File: src/hw/rtl/hc_pkg.sv
`timescale 1ns / 1ps
// ----------------------------------------------------------------------------
// hc_pkg
// Shared types, constants and the mod-26 fold used by the 2x2 hill cipher.
// ----------------------------------------------------------------------------
package hc_pkg;

  localparam int ALPHABET  = 26;
  localparam int LETTER_W  = 5;
  localparam int CFG_IDX_W = 3;
  localparam int PROD_W    = 2 * LETTER_W;

  // letter constants
  localparam logic [LETTER_W-1:0] PAD_LETTER  = LETTER_W'(23);
  localparam logic [LETTER_W-1:0] MOD_NEG_ONE = LETTER_W'(ALPHABET - 1);
  localparam logic [LETTER_W-1:0] SEARCH_LAST = LETTER_W'(ALPHABET - 1);
  localparam logic [LETTER_W-1:0] MOD_ONE     = LETTER_W'(1);

  // configuration register indexes
  localparam logic [CFG_IDX_W-1:0] REG_KEY_A   = CFG_IDX_W'(0);
  localparam logic [CFG_IDX_W-1:0] REG_KEY_B   = CFG_IDX_W'(1);
  localparam logic [CFG_IDX_W-1:0] REG_KEY_C   = CFG_IDX_W'(2);
  localparam logic [CFG_IDX_W-1:0] REG_KEY_D   = CFG_IDX_W'(3);
  localparam logic [CFG_IDX_W-1:0] REG_DECRYPT = CFG_IDX_W'(4);

  // register reset values
  localparam logic [LETTER_W-1:0] KEY_A_RST = LETTER_W'(6);
  localparam logic [LETTER_W-1:0] KEY_B_RST = LETTER_W'(24);
  localparam logic [LETTER_W-1:0] KEY_C_RST = LETTER_W'(1);
  localparam logic [LETTER_W-1:0] KEY_D_RST = LETTER_W'(13);

  // key and mode as seen by the sequencer
  typedef struct packed {
    logic [LETTER_W-1:0] a;
    logic [LETTER_W-1:0] b;
    logic [LETTER_W-1:0] c;
    logic [LETTER_W-1:0] d;
    logic                decrypt;
  } key_cfg_t;

  // operands of the shared multiply-accumulate unit
  typedef struct packed {
    logic [LETTER_W-1:0] acc;
    logic [LETTER_W-1:0] x;
    logic [LETTER_W-1:0] y;
  } mac_req_t;

  typedef enum logic [3:0] {
    ST_IDLE,
    ST_NEG_B,
    ST_NEG_C,
    ST_DET_A,
    ST_DET_B,
    ST_SEARCH,
    ST_INV_0,
    ST_INV_1,
    ST_INV_2,
    ST_INV_3,
    ST_PAIR,
    ST_C0_A,
    ST_C0_B,
    ST_C1_A,
    ST_C1_B
  } seq_state_t;

  // reduce a 10-bit value mod 26: fold the upper bits twice with 32 = 6 mod 26,
  // then two conditional subtracts on a value below 74
  function automatic logic [LETTER_W-1:0] mod26_fold(input logic [PROD_W-1:0] v);
    logic [7:0] hi;
    logic [7:0] t;
    hi = {3'b000, v[PROD_W-1:LETTER_W]};
    t  = (hi << 2) + (hi << 1) + {3'b000, v[LETTER_W-1:0]};
    hi = {5'b00000, t[7:LETTER_W]};
    t  = (hi << 2) + (hi << 1) + {3'b000, t[LETTER_W-1:0]};
    for (int i = 0; i < 2; i++) begin
      if (t >= 8'(ALPHABET)) begin
        t = t - 8'(ALPHABET);
      end
    end
    return t[LETTER_W-1:0];
  endfunction

endpackage

File: src/hw/rtl/hc_if.sv
`timescale 1ns / 1ps
// ----------------------------------------------------------------------------
// hc_if
// Valid/ready channels of the hill cipher: letters in, letters out, config.
// ----------------------------------------------------------------------------
interface hc_in_if;
  logic                        valid;
  logic                        ready;
  logic [hc_pkg::LETTER_W-1:0] letter;
  logic                        last_letter;

  modport source (output valid, output letter, output last_letter, input ready);
  modport sink   (input valid, input letter, input last_letter, output ready);
endinterface

interface hc_out_if;
  logic                        valid;
  logic                        ready;
  logic [hc_pkg::LETTER_W-1:0] letter_out;
  logic                        last_out;
  logic                        key_error;

  modport source (output valid, output letter_out, output last_out, output key_error,
                  input ready);
  modport sink   (input valid, input letter_out, input last_out, input key_error,
                  output ready);
endinterface

interface hc_cfg_if;
  logic                         valid;
  logic                         ready;
  logic [hc_pkg::CFG_IDX_W-1:0] index;
  logic [hc_pkg::LETTER_W-1:0]  data;

  modport source (output valid, output index, output data, input ready);
  modport sink   (input valid, input index, input data, output ready);
endinterface

File: src/hw/rtl/hill_cipher_2x2_mod26_top.sv
`timescale 1ns / 1ps
// ----------------------------------------------------------------------------
// hill_cipher_2x2_mod26_top
// 2x2 hill cipher over letters 0..25 with an iterative mod-26 datapath.
// ----------------------------------------------------------------------------
//  channel  dir  handshake      payload
//  in_ch    in   valid/ready    letter[4:0], last_letter
//  out_ch   out  valid/ready    letter_out[4:0], last_out, key_error
//  cfg_ch   in   valid/ready    index[2:0], data[4:0] (always ready)
//
//  A letter that opens a pair is only held; a letter that closes a pair
//  makes four passes through the shared mod-26 multiply-accumulate unit.
//  The first letter of a decrypt message adds four steps of determinant work,
//  an inverse search over 1 to 25 candidates (one candidate per cycle) and,
//  when an inverse exists, four steps for the adjugate, all on that same unit.
//  Reset is synchronous; nothing needs clearing afterwards.
//  One result waits in the output register; a full register stalls the
//  sequencer until out_ch takes it.
module hill_cipher_2x2_mod26_top (
  input  logic     clk,
  input  logic     rst_n,
  hc_in_if.sink    in_ch,
  hc_out_if.source out_ch,
  hc_cfg_if.sink   cfg_ch
);
  import hc_pkg::*;

  key_cfg_t            keys;
  mac_req_t            mac_req;
  logic [LETTER_W-1:0] mac_res;

  hc_cfg_regs u_cfg (
    .clk      (clk),
    .rst_n    (rst_n),
    .wr_valid (cfg_ch.valid),
    .wr_ready (cfg_ch.ready),
    .wr_index (cfg_ch.index),
    .wr_data  (cfg_ch.data),
    .keys     (keys)
  );

  hc_mac_unit u_mac (
    .req (mac_req),
    .res (mac_res)
  );

  hc_seq u_seq (
    .clk           (clk),
    .rst_n         (rst_n),
    .in_valid      (in_ch.valid),
    .in_ready      (in_ch.ready),
    .in_letter     (in_ch.letter),
    .in_last       (in_ch.last_letter),
    .out_valid     (out_ch.valid),
    .out_ready     (out_ch.ready),
    .out_letter    (out_ch.letter_out),
    .out_last      (out_ch.last_out),
    .out_key_error (out_ch.key_error),
    .keys          (keys),
    .mac_req       (mac_req),
    .mac_res       (mac_res)
  );

endmodule

File: src/hw/rtl/hc_cfg_regs.sv
`timescale 1ns / 1ps
// ----------------------------------------------------------------------------
// hc_cfg_regs
// Key matrix and mode registers, written over the configuration channel.
// ----------------------------------------------------------------------------
module hc_cfg_regs (
  input  logic                         clk,
  input  logic                         rst_n,
  input  logic                         wr_valid,
  output logic                         wr_ready,
  input  logic [hc_pkg::CFG_IDX_W-1:0] wr_index,
  input  logic [hc_pkg::LETTER_W-1:0]  wr_data,
  output hc_pkg::key_cfg_t             keys
);
  import hc_pkg::*;

  key_cfg_t keys_r;
  key_cfg_t keys_nxt;

  assign wr_ready = 1'b1;
  assign keys     = keys_r;

  // register decode, unknown indexes are dropped
  always_comb begin
    keys_nxt = keys_r;
    if (wr_valid) begin
      unique case (wr_index)
        REG_KEY_A:   keys_nxt.a       = wr_data;
        REG_KEY_B:   keys_nxt.b       = wr_data;
        REG_KEY_C:   keys_nxt.c       = wr_data;
        REG_KEY_D:   keys_nxt.d       = wr_data;
        REG_DECRYPT: keys_nxt.decrypt = wr_data[0];
        default:     keys_nxt         = keys_r;
      endcase
    end
  end

  always_ff @(posedge clk) begin
    if (!rst_n) begin
      keys_r.a       <= KEY_A_RST;
      keys_r.b       <= KEY_B_RST;
      keys_r.c       <= KEY_C_RST;
      keys_r.d       <= KEY_D_RST;
      keys_r.decrypt <= 1'b0;
    end else begin
      keys_r <= keys_nxt;
    end
  end

endmodule

File: src/hw/rtl/hc_mac_unit.sv
`timescale 1ns / 1ps
// ----------------------------------------------------------------------------
// hc_mac_unit
// Shared mod-26 multiply-accumulate: res = (acc + x * y) mod 26.
// ----------------------------------------------------------------------------
module hc_mac_unit (
  input  hc_pkg::mac_req_t              req,
  output logic [hc_pkg::LETTER_W-1:0]   res
);
  import hc_pkg::*;

  logic [PROD_W-1:0] prod;
  logic [PROD_W-1:0] sum;

  // 5x5 product plus accumulator, worst case 25 + 31 * 31 fits 10 bits
  assign prod = {{LETTER_W{1'b0}}, req.x} * {{LETTER_W{1'b0}}, req.y};
  assign sum  = prod + {{LETTER_W{1'b0}}, req.acc};
  assign res  = mod26_fold(sum);

endmodule

File: src/hw/rtl/hc_seq.sv
`timescale 1ns / 1ps
// ----------------------------------------------------------------------------
// hc_seq
// Sequencer: prepares the active matrix per message, pairs letters and
// drives the shared mod-26 unit; holds one result in the output register.
// ----------------------------------------------------------------------------
module hc_seq (
  input  logic                        clk,
  input  logic                        rst_n,
  input  logic                        in_valid,
  output logic                        in_ready,
  input  logic [hc_pkg::LETTER_W-1:0] in_letter,
  input  logic                        in_last,
  output logic                        out_valid,
  input  logic                        out_ready,
  output logic [hc_pkg::LETTER_W-1:0] out_letter,
  output logic                        out_last,
  output logic                        out_key_error,
  input  hc_pkg::key_cfg_t            keys,
  output hc_pkg::mac_req_t            mac_req,
  input  logic [hc_pkg::LETTER_W-1:0] mac_res
);
  import hc_pkg::*;

  seq_state_t          state_r, state_nxt;
  logic [LETTER_W-1:0] letter_r, letter_nxt;
  logic                last_r, last_nxt;
  logic [LETTER_W-1:0] held_r, held_nxt;
  logic                holding_r, holding_nxt;
  logic [LETTER_W-1:0] m_r [4];
  logic [LETTER_W-1:0] m_nxt [4];
  logic                mready_r, mready_nxt;
  logic                invalid_r, invalid_nxt;
  logic [LETTER_W-1:0] acc_r, acc_nxt;
  logic [LETTER_W-1:0] det_r, det_nxt;
  logic [LETTER_W-1:0] x_r, x_nxt;
  logic [LETTER_W-1:0] p0_r, p0_nxt;
  logic [LETTER_W-1:0] p1_r, p1_nxt;
  logic                out_valid_r, out_valid_nxt;
  logic [LETTER_W-1:0] out_letter_r, out_letter_nxt;
  logic                out_last_r, out_last_nxt;
  logic                out_err_r, out_err_nxt;

  logic in_fire;
  logic out_free;
  logic out_load;
  logic found;

  assign in_ready      = (state_r == ST_IDLE);
  assign in_fire       = in_valid && in_ready;
  assign out_free      = !out_valid_r || out_ready;
  assign found         = (mac_res == MOD_ONE);
  assign out_valid     = out_valid_r;
  assign out_letter    = out_letter_r;
  assign out_last      = out_last_r;
  assign out_key_error = out_err_r;

  // next state
  always_comb begin
    state_nxt = state_r;
    unique case (state_r)
      ST_IDLE: begin
        if (in_fire) begin
          state_nxt = (!mready_r && keys.decrypt) ? ST_NEG_B : ST_PAIR;
        end
      end
      ST_NEG_B:  state_nxt = ST_NEG_C;
      ST_NEG_C:  state_nxt = ST_DET_A;
      ST_DET_A:  state_nxt = ST_DET_B;
      ST_DET_B:  state_nxt = ST_SEARCH;
      ST_SEARCH: begin
        priority if (found) begin
          state_nxt = ST_INV_0;
        end else if (x_r == SEARCH_LAST) begin
          state_nxt = ST_PAIR;
        end
      end
      ST_INV_0:  state_nxt = ST_INV_1;
      ST_INV_1:  state_nxt = ST_INV_2;
      ST_INV_2:  state_nxt = ST_INV_3;
      ST_INV_3:  state_nxt = ST_PAIR;
      ST_PAIR:   state_nxt = (!holding_r && !last_r) ? ST_IDLE : ST_C0_A;
      ST_C0_A:   state_nxt = ST_C0_B;
      ST_C0_B:   state_nxt = out_free ? ST_C1_A : ST_C0_B;
      ST_C1_A:   state_nxt = ST_C1_B;
      ST_C1_B:   state_nxt = out_free ? ST_IDLE : ST_C1_B;
      default:   state_nxt = ST_IDLE;
    endcase
  end

  // operands for the shared unit
  always_comb begin
    mac_req = '0;
    unique case (state_r)
      ST_NEG_B:  mac_req = '{acc: '0, x: keys.b, y: MOD_NEG_ONE};
      ST_NEG_C:  mac_req = '{acc: '0, x: keys.c, y: MOD_NEG_ONE};
      ST_DET_A:  mac_req = '{acc: '0, x: keys.a, y: keys.d};
      ST_DET_B:  mac_req = '{acc: acc_r, x: m_r[1], y: keys.c};
      ST_SEARCH: mac_req = '{acc: '0, x: det_r, y: x_r};
      ST_INV_0:  mac_req = '{acc: '0, x: keys.d, y: x_r};
      ST_INV_1:  mac_req = '{acc: '0, x: m_r[1], y: x_r};
      ST_INV_2:  mac_req = '{acc: '0, x: m_r[2], y: x_r};
      ST_INV_3:  mac_req = '{acc: '0, x: keys.a, y: x_r};
      ST_C0_A:   mac_req = '{acc: '0, x: m_r[0], y: p0_r};
      ST_C0_B:   mac_req = '{acc: acc_r, x: m_r[1], y: p1_r};
      ST_C1_A:   mac_req = '{acc: '0, x: m_r[2], y: p0_r};
      ST_C1_B:   mac_req = '{acc: acc_r, x: m_r[3], y: p1_r};
      default:   mac_req = '0;
    endcase
  end

  // datapath and register updates
  always_comb begin
    letter_nxt     = letter_r;
    last_nxt       = last_r;
    held_nxt       = held_r;
    holding_nxt    = holding_r;
    m_nxt          = m_r;
    mready_nxt     = mready_r;
    invalid_nxt    = invalid_r;
    acc_nxt        = acc_r;
    det_nxt        = det_r;
    x_nxt          = x_r;
    p0_nxt         = p0_r;
    p1_nxt         = p1_r;
    out_load       = 1'b0;
    out_letter_nxt = out_letter_r;
    out_last_nxt   = out_last_r;
    out_err_nxt    = out_err_r;

    unique case (state_r)
      ST_IDLE: begin
        if (in_fire) begin
          letter_nxt = in_letter;
          last_nxt   = in_last;
          // encrypt takes the key as it stands
          if (!mready_r && !keys.decrypt) begin
            m_nxt[0]    = keys.a;
            m_nxt[1]    = keys.b;
            m_nxt[2]    = keys.c;
            m_nxt[3]    = keys.d;
            invalid_nxt = 1'b0;
            mready_nxt  = 1'b1;
          end
        end
      end
      ST_NEG_B: m_nxt[1] = mac_res;
      ST_NEG_C: m_nxt[2] = mac_res;
      ST_DET_A: acc_nxt  = mac_res;
      ST_DET_B: begin
        det_nxt = mac_res;
        x_nxt   = MOD_ONE;
      end
      ST_SEARCH: begin
        // x_r stays as the inverse once found
        priority if (found) begin
          x_nxt = x_r;
        end else if (x_r == SEARCH_LAST) begin
          m_nxt       = '{default: '0};
          invalid_nxt = 1'b1;
          mready_nxt  = 1'b1;
        end else begin
          x_nxt = x_r + MOD_ONE;
        end
      end
      ST_INV_0: m_nxt[0] = mac_res;
      ST_INV_1: m_nxt[1] = mac_res;
      ST_INV_2: m_nxt[2] = mac_res;
      ST_INV_3: begin
        m_nxt[3]    = mac_res;
        invalid_nxt = 1'b0;
        mready_nxt  = 1'b1;
      end
      ST_PAIR: begin
        if (!holding_r && !last_r) begin
          held_nxt    = letter_r;
          holding_nxt = 1'b1;
        end else begin
          // odd message end pads with 'x'
          p0_nxt      = holding_r ? held_r : letter_r;
          p1_nxt      = holding_r ? letter_r : PAD_LETTER;
          holding_nxt = 1'b0;
          held_nxt    = '0;
          if (last_r) begin
            mready_nxt = 1'b0;
          end
        end
      end
      ST_C0_A: acc_nxt = mac_res;
      ST_C0_B: begin
        if (out_free) begin
          out_load       = 1'b1;
          out_letter_nxt = invalid_r ? '0 : mac_res;
          out_last_nxt   = 1'b0;
          out_err_nxt    = invalid_r;
        end
      end
      ST_C1_A: acc_nxt = mac_res;
      ST_C1_B: begin
        if (out_free) begin
          out_load       = 1'b1;
          out_letter_nxt = invalid_r ? '0 : mac_res;
          out_last_nxt   = last_r;
          out_err_nxt    = invalid_r;
        end
      end
      default: begin
        out_load = 1'b0;
      end
    endcase
  end

  // output register handshake
  always_comb begin
    priority if (out_load) begin
      out_valid_nxt = 1'b1;
    end else if (out_ready) begin
      out_valid_nxt = 1'b0;
    end else begin
      out_valid_nxt = out_valid_r;
    end
  end

  // control state
  always_ff @(posedge clk) begin
    if (!rst_n) begin
      state_r     <= ST_IDLE;
      holding_r   <= 1'b0;
      mready_r    <= 1'b0;
      invalid_r   <= 1'b0;
      out_valid_r <= 1'b0;
    end else begin
      state_r     <= state_nxt;
      holding_r   <= holding_nxt;
      mready_r    <= mready_nxt;
      invalid_r   <= invalid_nxt;
      out_valid_r <= out_valid_nxt;
    end
  end

  // payload
  always_ff @(posedge clk) begin
    letter_r     <= letter_nxt;
    last_r       <= last_nxt;
    held_r       <= held_nxt;
    m_r          <= m_nxt;
    acc_r        <= acc_nxt;
    det_r        <= det_nxt;
    x_r          <= x_nxt;
    p0_r         <= p0_nxt;
    p1_r         <= p1_nxt;
    out_letter_r <= out_letter_nxt;
    out_last_r   <= out_last_nxt;
    out_err_r    <= out_err_nxt;
  end

  // encrypt-mode key load is ready for the pair step that follows
  a_enc_load: assert property (@(posedge clk) disable iff (!rst_n)
    (in_fire && !mready_r && !keys.decrypt) |=> (mready_r && state_r == ST_PAIR))
    else $error("key matrix not loaded after message start");

  // inverse search stays within 1..25
  a_search_range: assert property (@(posedge clk) disable iff (!rst_n)
    (state_r == ST_SEARCH) |-> (x_r >= MOD_ONE && x_r <= SEARCH_LAST))
    else $error("inverse search index out of range");

  // a pair is never computed while a letter is still held
  a_pair_clear: assert property (@(posedge clk) disable iff (!rst_n)
    (state_r == ST_C0_A) |-> (!holding_r && $past(state_r) == ST_PAIR))
    else $error("pair computed with a letter still held");

  // the shared unit always reduces fully
  a_mac_range: assert property (@(posedge clk) disable iff (!rst_n)
    mac_res < LETTER_W'(ALPHABET))
    else $error("mod-26 result out of range");

endmodule
File: src/flat_wrapper.sv
// flat-port wrapper written by rule: the top's interface ports become plain ports
module hill_cipher_2x2_mod26_top_flat import hc_pkg::*;
  (clk, rst_n, in_ch_valid, in_ch_letter, in_ch_last_letter, in_ch_ready, out_ch_valid, out_ch_letter_out, out_ch_last_out, out_ch_key_error, out_ch_ready, cfg_ch_valid, cfg_ch_index, cfg_ch_data, cfg_ch_ready);
  hc_in_if in_ch_i ();
  hc_out_if out_ch_i ();
  hc_cfg_if cfg_ch_i ();
  input  logic clk;
  input  logic rst_n;
  input wire logic [$bits(in_ch_i.valid)-1:0] in_ch_valid;
  input wire logic [$bits(in_ch_i.letter)-1:0] in_ch_letter;
  input wire logic [$bits(in_ch_i.last_letter)-1:0] in_ch_last_letter;
  output wire logic [$bits(in_ch_i.ready)-1:0] in_ch_ready;
  output wire logic [$bits(out_ch_i.valid)-1:0] out_ch_valid;
  output wire logic [$bits(out_ch_i.letter_out)-1:0] out_ch_letter_out;
  output wire logic [$bits(out_ch_i.last_out)-1:0] out_ch_last_out;
  output wire logic [$bits(out_ch_i.key_error)-1:0] out_ch_key_error;
  input wire logic [$bits(out_ch_i.ready)-1:0] out_ch_ready;
  input wire logic [$bits(cfg_ch_i.valid)-1:0] cfg_ch_valid;
  input wire logic [$bits(cfg_ch_i.index)-1:0] cfg_ch_index;
  input wire logic [$bits(cfg_ch_i.data)-1:0] cfg_ch_data;
  output wire logic [$bits(cfg_ch_i.ready)-1:0] cfg_ch_ready;
  assign in_ch_i.valid = in_ch_valid;
  assign in_ch_i.letter = in_ch_letter;
  assign in_ch_i.last_letter = in_ch_last_letter;
  assign in_ch_ready = in_ch_i.ready;
  assign out_ch_valid = out_ch_i.valid;
  assign out_ch_letter_out = out_ch_i.letter_out;
  assign out_ch_last_out = out_ch_i.last_out;
  assign out_ch_key_error = out_ch_i.key_error;
  assign out_ch_i.ready = out_ch_ready;
  assign cfg_ch_i.valid = cfg_ch_valid;
  assign cfg_ch_i.index = cfg_ch_index;
  assign cfg_ch_i.data = cfg_ch_data;
  assign cfg_ch_ready = cfg_ch_i.ready;
  hill_cipher_2x2_mod26_top u_core (.clk(clk), .rst_n(rst_n), .in_ch(in_ch_i), .out_ch(out_ch_i), .cfg_ch(cfg_ch_i));
endmodule
File: config.mk
export PLATFORM = sky130hd
export DESIGN_NAME = hill_cipher_2x2_mod26_top_flat
export DESIGN_NICKNAME = d
export VERILOG_FILES = /design/src/hw/rtl/hc_pkg.sv /design/src/hw/rtl/hc_if.sv /design/src/hw/rtl/hill_cipher_2x2_mod26_top.sv /design/src/hw/rtl/hc_cfg_regs.sv /design/src/hw/rtl/hc_mac_unit.sv /design/src/hw/rtl/hc_seq.sv /design/src/flat_wrapper.sv
export SDC_FILE = /design/constraint.sdc
export NUM_CORES = 1
export LEC_CHECK = 0
export ABC_CLOCK_PERIOD_IN_PS = 29100
export BUFFER_PORTS_ARGS = -buffer_cell sky130_fd_sc_hd__clkbuf_2
export CORE_MARGIN = 5
export CORE_UTILIZATION = 60
export DETAILED_ROUTE_END_ITERATION = 16
export GPL_TIMING_DRIVEN = 1
export PLACE_DENSITY = 0.78
export SETUP_SLACK_MARGIN = 0.1
export SYNTH_ARGS = -nofsm -noshare
export SYNTH_HDL_FRONTEND = slang
export SYNTH_HIERARCHICAL = 1
export SYNTH_SLANG_ARGS = --single-unit
File: constraint.sdc
create_clock -name clk -period 29.1 [get_ports clk]
set_input_delay 4.365 -clock clk [delete_from_list [all_inputs] [get_ports clk]]
set_output_delay 4.365 -clock clk [all_outputs]
set_load 0.02 [all_outputs]
# Word-level counts from Yosys, hierarchy flattened

Index checks and enable logic that the tools add are counted.
Widths: inputs -> output; s select.

Bits of input ports: 19
Output and inout port bits: 10
Word-level logic and storage cells: 148
Flip-flop bits (word level): 92

Reductions and logical operators: 40
Multiply operators: 1
Equal/unequal tests: 30
$add $sub $neg: 8
Muxes and demuxes: 41
$lt $le $gt $ge: 2
Bitwise operators: 1

Operators by type and width:

| cell                | count |
|---|---|
| $pmux 15 s13        | 1 |
| $mux 20             | 4 |
| $pmux 4 s15         | 1 |
| $pmux 5 s3          | 4 |
| $eq 4x4->1 const B  | 7 |
| $mux 4              | 6 |
| $mux 5              | 4 |
| $reduce_and 5->1    | 4 |
| $reduce_and 2->1    | 9 |
| $eq 4x3->1 const B  | 4 |
| $mux 1              | 16 |
| $ne 2x2->1 const B  | 7 |
| $reduce_bool 3->1   | 4 |
| $add 10x5->10       | 1 |
| $mul 5x5->10        | 1 |
| $pmux 5 s2          | 1 |
| $add 7x6->8         | 1 |
| $add 8x5->8         | 1 |
| $eq 4x2->1 const B  | 2 |
| $ge 8x5->1 const B  | 1 |
| $mux 8              | 1 |
| $sub 7x5->8 const B | 1 |
| $add 6x5->7         | 1 |
| $ge 7x5->1 const B  | 1 |
| other kinds (26)    | 40 |

# Logic depth before layout (Yosys ltp)

Gate-level depths: netlist of the first run.

Depth in word-level cells: 15
Depth in mapped cells: 43
Depth with buffers taken out: 40

# By module

Netlist of the first run, hierarchy kept.

Modules (own cells, without submodules):

| module      | area each (µm²) | times used | cells an instance | sequential area each (µm²) |
|---|---|---|---|---|
| hc_seq      | 4137.7          | 1          | 393               | 2052.0 |
| hc_mac_unit | 1607.8          | 1          | 184               | 0.0 |
| hc_cfg_regs | 889.6           | 1          | 86                | 420.4 |

# Worst setup path before layout of the first run

No wires, ideal clock.

Path type: register -> register
From: register u_core.u_seq.state_r[0]
To: register u_core/u_seq/m_r[10] (netlist bit), enable pin
Setup slack: 19.257 ns
Buffers on the path: 2
Clock period less this slack: 9.843 ns
Data required time: 28.719 ns
Library setup time: 0.381 ns
Stages on the path, launching flop included: 42
Data arrival time: 9.461 ns
Cells stage by stage: dfxtp_1 -> buf_2 -> buf_2 -> mux2i_1 -> nor3_1 -> a211oi_1 -> o221ai_1 -> and2_1 -> fa_1 -> inv_1 -> fa_1 -> fa_1 -> inv_1 -> ha_1 -> inv_1 -> o21bai_1 -> xnor2_1 -> fa_1 -> (+6 left out) -> o21bai_1 -> xor2_1 -> inv_1 -> fa_1 -> inv_1 -> fa_1 -> xor2_1 -> a32o_2 -> a21oi_4 -> and2_4 -> mux2i_1 -> ha_1 -> nor2_1 -> a21oi_1 -> nor4b_1 -> a21o_1 -> a21o_1 -> nor4_1

RTL lines:

| item                   | line          | source |
|---|---|---|
| from (decl)            | hc_seq.sv:25  | `seq_state_t state_r, state_nxt;` |
| from (signal assigned) | hc_seq.sv:233 | `state_r <= state_nxt;` |
| to (signal assigned)   | hc_seq.sv:246 | `m_r <= m_nxt;` |
| to (decl)              | hc_seq.sv:30  | `logic [LETTER_W-1:0] m_r [4];` |

==> results of run 1 <==
## worst reg2reg max path, delay by kind of cell (launching register included)
kind,cells,cell delay [ns]
AO/OA/AOI/OAI,12,2.95
adder cells (fa/ha/maj),9,4.12
AND/OR/NAND/NOR,7,2.13
XOR/XNOR,3,0.77
buffers and inverters,7,0.91
flip-flops,1,0.54
## cells by family (layout without fill, tap and decap cells)
| family | Yosys count | after routing | synth area share, % |
|---|---|---|---|
| XOR/XNOR | 16 | 16 | 2.225 |
| multiplexers | 40 | 40 | 6.185 |
| adder cells (fa/ha/maj) | 56 | 56 | 12.94 |
| flip-flops | 92 | 92 | 37.26 |
| AO/OA/AOI/OAI | 161 | 161 | 17.73 |
| AND/OR/NAND/NOR | 213 | 213 | 18.08 |
| other | 1 | 1 | 0.05652 |
| buffers and inverters | 84 | 102 | 5.525 |
## final cells by class
cell class	count	share of cell area, %
inverters	50	2.672
repair buffers	36	2.886
clock buffers	9	1.764
flip-flops and latches	92	35.20
multi-input cells	487	54.05
well taps	140	2.494
clock inverters	7	0.9264
## worst max path at each step
| stage | startpoint | to | slack (ns) | depth (start not counted) |
|---|---|---|---|---|
| 3_5_place_dp | u_core/u_seq/state_r[3] | u_core/u_seq/m_r[10] | 17.38 | 38 |
| 4_1_cts | u_core/u_seq/state_r[3] | u_core/u_seq/m_r[12] | 17.37 | 38 |
| 3_3_place_gp | u_core/u_seq/state_r[2] | u_core/u_seq/m_r[10] | 17.87 | 38 |
| 6_report | u_core/u_seq/state_r[3] | u_core/u_seq/m_r[12] | 17.30 | 38 |
| 2_1_floorplan | u_core/u_seq/state_r[0] | u_core/u_seq/m_r[10] | 19.26 | 41 |
| 5_1_grt | u_core/u_seq/state_r[3] | u_core/u_seq/m_r[12] | 16.67 | 38 |
## flip-flops by register name, indices dropped and copies added (netlist names), 4 cells and up
register                 count
u_core/u_cfg/keys           21
u_core/u_seq/out_letter      5
u_core/u_seq/acc_r           5
u_core/u_seq/m_r            20
u_core/u_seq/det_r           5
u_core/u_seq/p1_r            5
u_core/u_seq/x_r             5
u_core/u_seq/letter_r        5
u_core/u_seq/p0_r            5
u_core/u_seq/held_r          5
u_core/u_seq/state_r         4
## per-layer routing
layer / wire length (um) / track usage [%] / vias to the layer above
met5: 0 / 0 / -
met4: 722 / 13.30 / 0
met3: 1447 / 4.632 / 55
met2: 8040 / 41.47 / 275
met1: 6685 / 34.13 / 2520
li1: - / - / 2440
## per-stage QoR
stage / cells / hold WS, ns
5_1_grt: 821 / 0.5419
3_5_place_dp: 805 / 0.5021
4_1_cts: 821 / 0.5133
6_report: 821 / 0.5161
2_1_floorplan: 663 / 0.4564
3_3_place_gp: 805 / 0.4883
## cell usage in the layout (no fill, tap or decap), types with 10 or more instances in the layout
master	netlist	layout
a22oi_1	10	10
o21ai_0	10	10
fa_1	21	21
clkbuf_2	0	27
a21oi_1	31	31
nor2b_1	26	26
nor2_1	20	20
inv_1	47	47
and2_1	27	27
edfxtp_1	63	63
mux2i_1	32	32
nand2_1	69	69
dfxtp_1	29	29
and3_1	11	11
o21ai_1	14	14
nand2b_1	10	10
ha_1	35	35
==> impl_metrics.toml, run 1 <==
[sta]
setup_viol = 0
rsz0062_at_grt = "false"
slew_headroom_pct = 33.19
setup_tns_ns = 0
setup_ws_ns = 17.30
min_period_over_period_pct = 40.53
worst_pin_slew_ns = 0.9929
fmax_mhz = 84.78
period_needed_ns = 11.80
hold_viol = 0
fin_skew_ns = 0.01318
drv_slew = 0

[place]
hpwl_um = 12600
portBuffers = 27
postPlaceCellArea_sq_um = 6834
pre_cts_ws_ns = 17.38
gp_congestion = 0.9952

[clock_network]
cts_resized = 0
cts_sinks = 92
cts_tree = "built"
cts_hold_buffers = 0
clockBufferDepth = 2
path_clk_slew_ns = 0.09
cts_buffers = 9
cts_root_buf = "clkbuf_8"
postCtsSetupRepairBufs = 0
htreeDepth = 3
insertion_delay_ns = 0.38

[finish]
design_area_sq_um = 7023
nets = 751
fill_cells = 878
multi_input_area_sq_um = 3796
diodes = 0
final_util_pct = 64.79
area_growth_syn_to_layout_pct = 5.846
regArea_sq_um = 2472
drive_above_1_share_pct = 11.45

[setup_path]
end_kind = "flip-flop"
startpoint_type = "flip-flop"
crit_family = "adder cells"
cp.arrival_ns = 11.79
reg2reg_to = "u_core/u_seq/m_r[12]"
rrSetupSlack_ns = 17.30
critical_path_required_ns = 29.10
worstSetupPathType = "flip-flop to flip-flop"
reg2reg_depth = 38
path_max_fanout = 38
critPathSlowestCell = "a21oi_1"
rr_startpoint = "u_core/u_seq/state_r[3]"
critical_path.max_stage_delay_ns = 0.77
crit_buf_inv = 7

[synth]
synth_area_per_cell_sq_um = 10.01
async_reset_ff_share_pct = 0
ys_seq_elements = 92
synth_common_cells = "nand2_1, edfxtp_1, inv_1"
synth.top_cell.area_share_pct = 28.51
yosysWarnings = 6
synth_flop_cell = "edfxtp_1"
synthCells = 663
synthesis.nets = 738
synth_most_common_cell = "nand2_1"
ys_types = 80
yosysTopAreaCell = "edfxtp_1"
synth_edf_count = 63
synthTopCellsByArea = "edfxtp_1, dfxtp_1, ha_1, fa_1, mux2i_1"
synth-seq-area-share_pct = 37.26
syn-cell-area_sq_um = 6635

[die]
die_w_um = 115.2
initial_core_util_pct = 61.21
die_area_sq_um = 13260
io_pins = 29
die_h_um = 115.2
rows = 38
core_sq_um = 10840

[detailed_routing]
wl_per_cell_um = 20.58
drtPass1Iterations = 6
drtIter0Drc = 651
route.detailed.drc = 0
final_antenna_net_count = 0
via_count = 5290
vias_per_cell = 6.443
drt_wl_total_um = 16900

[global_route]
track_usage_pct = 26.05
grt_pass1_wl_um = 26720
grt_pass1_vias = 5103
grt_max_degree = 57
grt-ovfl-total = 0
antenna_found_initial = 0

[hold_path]
worstHoldStart = "u_core/u_cfg/keys[0]"
hold_path.class = "flip-flop to flip-flop"
holdPathStages = 2
holdPathEnd = "u_core/u_cfg/keys[0]"

[status]
run_status = "complete, no violations"

[run]
timing.max_cap.violations = 0
Power of run 1 is left out: the tool's default activity adds up to more than one toggle a clock period on the data nets, which glitch-free logic cannot reach.
==> run 2, diff against run 1 <==
--- a/config.mk
+++ b/config.mk
@@ -5,10 +5,10 @@
 export SDC_FILE = /design/constraint.sdc
 export NUM_CORES = 1
 export LEC_CHECK = 0
-export ABC_CLOCK_PERIOD_IN_PS = 29100
+export ABC_CLOCK_PERIOD_IN_PS = 10120
 export BUFFER_PORTS_ARGS = -buffer_cell sky130_fd_sc_hd__clkbuf_2
 export CORE_MARGIN = 5
-export CORE_UTILIZATION = 60
+export CORE_UTILIZATION = 57
 export DETAILED_ROUTE_END_ITERATION = 16
 export GPL_TIMING_DRIVEN = 1
 export PLACE_DENSITY = 0.78
==> constraint.sdc (replaced) <==
create_clock -name clk -period 10.12 [get_ports clk]
set_input_delay 1.518 -clock clk [delete_from_list [all_inputs] [get_ports clk]]
set_output_delay 1.518 -clock clk [all_outputs]
set_load 0.02 [all_outputs]
==> run 2 against run 1 <==
Net effect:
- critical path depth unchanged
- register-to-register slack got worse by 17 ns
- maximum frequency rose by 20%
- setup slack worse by 17 ns
- clock skew down 0.0065 ns
- sequential share of layout area shrank 6.0 points
- utilization is 9.6 points higher
- via count is 9.2% higher
- largest cell class unchanged
==> impl_metrics.toml, run 2 (synthesis gave the netlist of run 1 again) <==
[setup_path]
critPathCapture = "u_core/u_seq/m_r[13]"
critical_path_required_ns = 10.18
critical_path.max_stage_delay_ns = 0.54
startpoint_type = "flip-flop"
cp.arrival_ns = 9.89
crit_start = "u_core/u_seq/state_r[3]"
reg2reg_to = "u_core/u_seq/m_r[13]"
crit_top_cell = "fa_1"
critPathSlowestCell = "fa_1"
crit_buf_inv = 5
worstSetupPathType = "flip-flop to flip-flop"
path_max_fanout = 8
cp.depth = 38
rr_startpoint = "u_core/u_seq/state_r[3]"
rrSetupSlack_ns = 0.28
crit_family = "adder cells"
reg2reg_depth = 38
end_kind = "flip-flop"

[sta]
fmax_mhz = 101.7
min_period_over_period_pct = 97.19
setup_viol = 0
setup_tns_ns = 0
drv_slew = 0
slew_headroom_pct = 32.40
period_needed_ns = 9.836
hold_viol = 0
worst_pin_slew_ns = 1.012
fin_skew_ns = 0.006700

[global_route]
track_usage_pct = 26.93
grt_pass1_vias = 5621
antenna_found_initial = 0
grt_pass1_wl_um = 29710
grt_max_degree = 36
grt-ovfl-total = 0

[die]
core_sq_um = 11420
die_area_sq_um = 13900
initial_core_util_pct = 58.11
die_w_um = 117.9
rows = 39
io_pins = 29
die_h_um = 117.9

[detailed_routing]
route.detailed.drc = 0
wl_per_cell_um = 20.67
drtPass1Iterations = 5
drt_wl_total_um = 19510
drtIter0Drc = 529
final_antenna_net_count = 0
via_count = 5777
vias_per_cell = 6.120

[clock_network]
htreeDepth = 3
insertion_delay_ns = 0.34
path_clk_slew_ns = 0.07
cts_hold_buffers = 0
cts_tree = "built"
cts_sinks = 92
clockBufferDepth = 2
cts_buffers = 9
cts_root_buf = "clkbuf_16"

[finish]
diodes = 0
final_common_cell = "buf_4"
fill_cells = 792
design_area_sq_um = 8489
final_util_pct = 74.35
nets = 871
multi_input_area_sq_um = 4169
regArea_sq_um = 2477
area_growth_syn_to_layout_pct = 27.95
largest_reg_flops = 21
layout_common_cells = "buf_4, nand2_1, edfxtp_1"
drive_above_1_share_pct = 31.96

[hold_path]
hold_path.class = "flip-flop to flip-flop"
worstHoldStart = "u_core/u_cfg/keys[2]"

[place]
hpwl_um = 14610
portBuffers = 27
gp_congestion = 1.040
postPlaceCellArea_sq_um = 7646

[status]
run_status = "complete, no violations"

[run]
timing.max_cap.violations = 0
[run 2: worst min-delay path by stage]
stage,to,depth (start not counted)
6_report,u_core/u_cfg/keys[2],2
5_1_grt,u_core/u_cfg/keys[2],2
4_1_cts,u_core/u_cfg/keys[2],2
3_5_place_dp,u_core/u_cfg/keys[2],2
3_3_place_gp,u_core/u_cfg/keys[2],2
2_1_floorplan,u_core/u_cfg/keys[11],2
[run 2: layout make-up]
class,instances,share of cell area [%]
clock inverter,7,0.8843
inverter,50,2.211
clock buffer,9,2.653
sequential,92,29.18
multi-input combinational,487,49.11
timing repair buffer,156,13.85
tap,143,2.108
[run 2: worst register-to-register path: cells and delay by family (launching register included)]
family                   cells  cell delay, ns
AO/OA/AOI/OAI               15            2.73
XOR/XNOR                     3            0.71
adder cells (fa/ha/maj)      9            3.60
buffers and inverters        5            0.59
flip-flops                   1            0.37
multiplexers                 1            0.33
AND/OR/NAND/NOR              5            1.20
[run 2: repair_timing]
action | CTS | global route
resized for setup | 10 | 71
pin swaps | 0 | 32
setup endpoints to repair | 29 | 41
buffers inserted | 4 | 15
[run 2: stage by stage]
step	std cells	worst slack, ns	hold WS (ns)
finish	944	0.2842	0.5223
global route	944	-0.05528	0.5449
CTS	929	0.1026	0.5217
detailed placement	909	-0.3640	0.5121
global placement	909	0.01327	0.4956
floorplan	663	0.2774	0.4564
[run 2: routing by layer]
metal  global-route usage (%)  vias to the layer above  wire [um]
met5                        0                        -          0
met4                    10.97                        0        791
met3                    4.085                       64       1396
met2                    44.34                      253       9539
met1                    35.56                     2778       7782
li1                         -                     2682          -
Power of run 2 is left out for the same reason.
